File: src/design/fser_pkg.sv
// ----------------------------------------------------------------------------
// fser_pkg
// Shared types and constants for the flash sector erase range block.
// ----------------------------------------------------------------------------
package fser_pkg;

   localparam int MAX_SECTORS = 256;
   localparam int IDX_W       = $clog2(MAX_SECTORS);
   localparam int CNT_W       = IDX_W + 1;
   localparam int ADDR_W      = 32;
   localparam int ESIZE_W     = 25;
   localparam int BLOCKS_W    = 9;
   localparam int FIRST_W     = 8;

   typedef enum logic [1:0] {
      CMD_ADD   = 2'd0,
      CMD_QUERY = 2'd1,
      CMD_CLEAR = 2'd2
   } cmd_type;

   typedef enum logic [1:0] {
      STATUS_OK    = 2'd0,
      STATUS_RANGE = 2'd1,
      STATUS_FULL  = 2'd2
   } status_type;

   typedef struct packed {
      logic              en;
      logic [IDX_W-1:0]  addr;
      logic [ADDR_W-1:0] data;
   } tbl_wr_type;

   typedef struct packed {
      logic [ADDR_W:0]   cmp_a;
      logic [ADDR_W:0]   cmp_b;
      logic [ADDR_W-1:0] sub_b;
   } alu_in_type;

   typedef struct packed {
      logic              ge;
      logic [ADDR_W-1:0] diff;
   } alu_out_type;

endpackage

File: src/design/fser_alu.sv
// ----------------------------------------------------------------------------
// fser_alu
// Shared compare and subtract unit used by the sequencer in its scan and check steps.
// ----------------------------------------------------------------------------
module fser_alu (
   input  fser_pkg::alu_in_type  alu_in,
   output fser_pkg::alu_out_type alu_out
);

   always_comb begin
      alu_out.ge   = (alu_in.cmp_a >= alu_in.cmp_b);
      alu_out.diff = alu_in.cmp_a[fser_pkg::ADDR_W-1:0] - alu_in.sub_b;
   end

endmodule

File: config.mk
export PLATFORM = sky130hd
export DESIGN_NAME = fser_alu
export DESIGN_NICKNAME = d
export VERILOG_FILES = /design/src/design/fser_pkg.sv /design/src/design/fser_alu.sv
export SDC_FILE = /design/constraint.sdc
export NUM_CORES = 1
export LEC_CHECK = 0
export BUFFER_PORTS_ARGS = -buffer_cell sky130_fd_sc_hd__clkbuf_2
export CORE_ASPECT_RATIO = 1.2
export CORE_MARGIN = 2
export CORE_UTILIZATION = 50
export DETAILED_ROUTE_END_ITERATION = 10
export MAX_ROUTING_LAYER = met4
export PLACE_DENSITY = 0.84
export RECOVER_POWER = 50
export SKIP_LAST_GASP = 1
export SYNTH_ARGS = -nofsm -noshare
export SYNTH_HDL_FRONTEND = slang
export SYNTH_SLANG_ARGS = --single-unit
File: constraint.sdc
create_clock -name vclk -period 2.2
set_clock_uncertainty 0.1 [all_clocks]
set_input_delay 0.11 -clock vclk [all_inputs]
set_output_delay 0.11 -clock vclk [all_outputs]
set_load 0.02 [all_outputs]
**Word-level counts from Yosys, hierarchy flattened**

Cells that the tools add are included.

- Input bits: 98
- Output and inout bits: 33
- Word-level logic and storage cells: 2
- Flip-flop bits (word level): 0

- Add/sub/neg operators: 1
- Order comparisons: 1

Operators by type and width:

| cell | count |
|---|---|
| 33-bit >= comparator | 1 |
| 32-bit subtractor | 1 |

**Logic depth before layout (Yosys ltp)**

- Depth in word-level cells: 1
- Depth in mapped cells: 10
- Gate-level depth less buffers: 9

**Worst setup path after synthesis**

OpenSTA, ideal clock, no wires.

- Path type: input-to-output
- Start point: input alu_in[18] (netlist bit)
- End point: output alu_out[27] (netlist bit)
- Buffers on the path: 1
- Arrival time: 2.311 ns
- Data required time: 1.990 ns
- Slack: -0.321 ns
- Stages: 8
- Path through: inv_1 ha_1 buf_6 a2111oi_2 o21ai_1 a221oi_4 a21oi_1 a2111oi_1

RTL lines:

| element | RTL line | RTL |
|---|---|---|
| start, declared | fser_alu.sv:6 | `input fser_pkg::alu_in_type alu_in,` |
| end, declared | fser_alu.sv:7 | `output fser_pkg::alu_out_type alu_out` |

==> summary.md <==
| Metric | Value |
|---|---|
| Status | `complete, but fails checks` |
| Failing checks | `setup timing` |
| Io pins | `131` |
| Sw Ratio | `55.14%` |
| Largest delay contributor family on the critical path | `compound AO/OA/AOI/OAI gates` |
| Pins over their slew limit | `0` |
| First-pass GRT wire length | `16,220 um` |
| Iter 0 DRT Violations | `360` |
| Worst path max stage delay | `roughly 0.34 ns` |
| Peak VDD IR | `0.2448 mV` |
| Synth Net Count | `581` |
| Layout cells sized above 1 | `a little under half` |
| Largest net degree at the start of global routing | `9` |
| Syn Area/Cell | `around 6.9 um2` |
| Cell area after layout | `0.004720 mm2` |
| FF/Latch Area | `0 um2` |
| Initial antenna violation count | `0` |
| Critical-path top delay cell | `fa_2` |
| Via-to-Cell Ratio | `6.215` |
| # hold bufs at CTS | `0` |
| Most common cell in the netlist | `inv_1` |
| Buf+Inv Stages, Crit Path | `4` |
| RSZ-0062 raised after global routing | `true` |
| Leading area contributor after synthesis | `ha_1` |
| DP HPWL | `just over 8000 um` |
| Initial Util | `51.21%` |
| Core Footprint | `0.005593 mm2` |
| Syn Inst Count | `about 420` |
| PortBufs | `131` |
| CP Data Arrival Time | `2.09 ns` |
| Area contributors post-synth | `ha_1 28%, inv_1 10%, a21oi_1 7.5%, xnor2_1 5.8%, a21o_1 5.2%` |
| Area Overhead vs Synth | `64.79%` |
| Sequential Power Share | `0%` |
| Critical Path End Type | `primary output` |
| Synth Warn # | `0` |
| Mapped Area | `roughly 0.0029 mm2` |
| Unique masters post-synth | `60` |
| Row count | `30` |
| Startpoint types | `primary input` |
| Initial DRT Pass Iterations | `6` |
| Nets | `788` |
| Worst path cell trace | `buf_8 -> inv_4 -> ha_4 -> fa_2 -> and2b_2 -> o2111ai_4 -> buf_4 -> a21oi_4 -> o31ai_2 -> o21ai_1 -> xor2_1 -> clkbuf_2` |
| Fin Hold WS | `about 0.5 ns` |
| Power per cell area | `340.1 mW/mm2` |
| GR Overflow Total | `0` |
| Vias in the first global route | `3,983` |
| Leakage power | `2.496 nW` |
| Sequential-to-total area share from yosys stat | `0%` |
| Crit path from | `alu_in[65]` |
| Fmax | `about 440 MHz` |
| Clk_buf instances | `0` |
| Minimum clock period | `between 2 and 2.5 ns` |
| CP required | `1.99 ns` |
| Comb power frac | `100.0%` |
| Routability cong. | `about 0.93` |
| Yosys top cell area share | `27.96%` |
| Final Routed Wirelength | `~12,000 um` |
| Post-layout util | `~84%` |
| Int Power | `0.7199 mW` |
| Top post-synthesis cells by count | `76 x inv_1, 64 x ha_1, 43 x a21oi_1, 27 x nand2_1, 20 x a21o_1` |
| Drc violations | `0` |
| Vias | `4,270` |
| Wire per inst | `18.06 um` |
| Cell Area, Placed | `0.004069 mm2` |
| CP Max Fanout | `3` |
| Slew HR | `60.98%` |
| Final hold vios | `0` |
| Setup ws final | `-0.09738 ns` |
| Seq Cell Count | `0` |
| Psw | `0.8850 mW` |
| Fin crit share | `104.4%` |
| Die area | `around 0.0064 mm2` |
| Min-Delay Path Class | `primary input to primary output` |
| DIE HEIGHT | `slightly below 90 um` |
| Max cap viols | `0` |
| Die X | `73.09 um` |
| Antenna Violating Nets Remaining | `0` |
| Clock power share | `0%` |
| Worst-Margin Slew | `0.5792 ns` |
| Worst Hold Launch | `alu_in[0]` |
| ANT cells | `0` |
| Fill cells | `300` |
| Type of the worst setup path | `primary input to primary output` |
| Final setup fails | `17` |
| GRT Total Usage | `31.69%` |
-- layout by cell type (no fill, tap or decap), types with 16 or more instances in the layout --
cell type / count
clkbuf_2: 106
buf_4: 97
inv_1: 71
ha_1: 46
a21oi_1: 28
nand2_1: 26
a21o_1: 20
xnor2_1: 19
nor2_1: 18
o21ai_0: 17
ha_4: 16
-- layout make-up --
cell class / instances / area, um2 / share of cell area, %
tap: 64 / 80.08 / 1.697
inverter: 76 / 290.3 / 6.151
timing repair buffer: 217 / 1351 / 28.63
multi-input combinational: 330 / 2998 / 63.52
-- power by group through the flow --
stage                     registers, mW  logic [mW]  clock network, mW
after floorplan                       0       0.794                  0
after global placement                0        1.25                  0
after detailed placement              0        1.30                  0
after CTS                             0        1.40                  0
after global routing                  0        1.70                  0
final                                 0        1.60                  0
-- metal layers --
metal | vias to the layer above | global-route usage [%] | routed length (um)
met2 | 290 | 61.59 | 6395
met3 | 110 | 1.736 | 874
met4 | 0 | 15.99 | 901
met1 | 1950 | 30.79 | 4237
met5 | - | - | 0
li1 | 1920 | - | -
-- per-stage QoR --
stage                     total power, mW  TNS (ns)  setup WS, ns  std cells
after global placement              1.253    -2.509       -0.2641        672
after global routing                1.701    -2.008       -0.1950        687
after floorplan                    0.7943  -0.06664      -0.06664        418
final                               1.605   -0.8688      -0.09738        687
after CTS                           1.405   -0.6944       -0.1064        674
after detailed placement            1.298    -3.728       -0.3593        672
-- kinds of logic (layout without fill, tap and decap cells) --
kind of cell / after synthesis / after routing / share of synthesized area [%]
simple gates: 97 / 97 / 17.17
mux: 1 / 1 / 0.3932
xor+xnor: 27 / 27 / 8.257
fa+ha+maj: 65 / 65 / 28.66
buf+inv: 88 / 293 / 12.58
compound gates: 140 / 140 / 32.94
-- what timing repair did --
action / in CTS / in global routing
gates resized for setup: 51 / 74
pin swaps: 14 / 35
hold endpoints to repair: 0 / 0
setup endpoints to repair: 21 / 23
buffers inserted: 2 / 13
-- path summary, 6_finish.rpt --
kind,end,slack [ns],cells past startpoint
worst max-delay path,alu_out[16],-0.1,12
worst min-delay path,alu_out[0],0.49,4
Power figures use the tool's default switching activity.
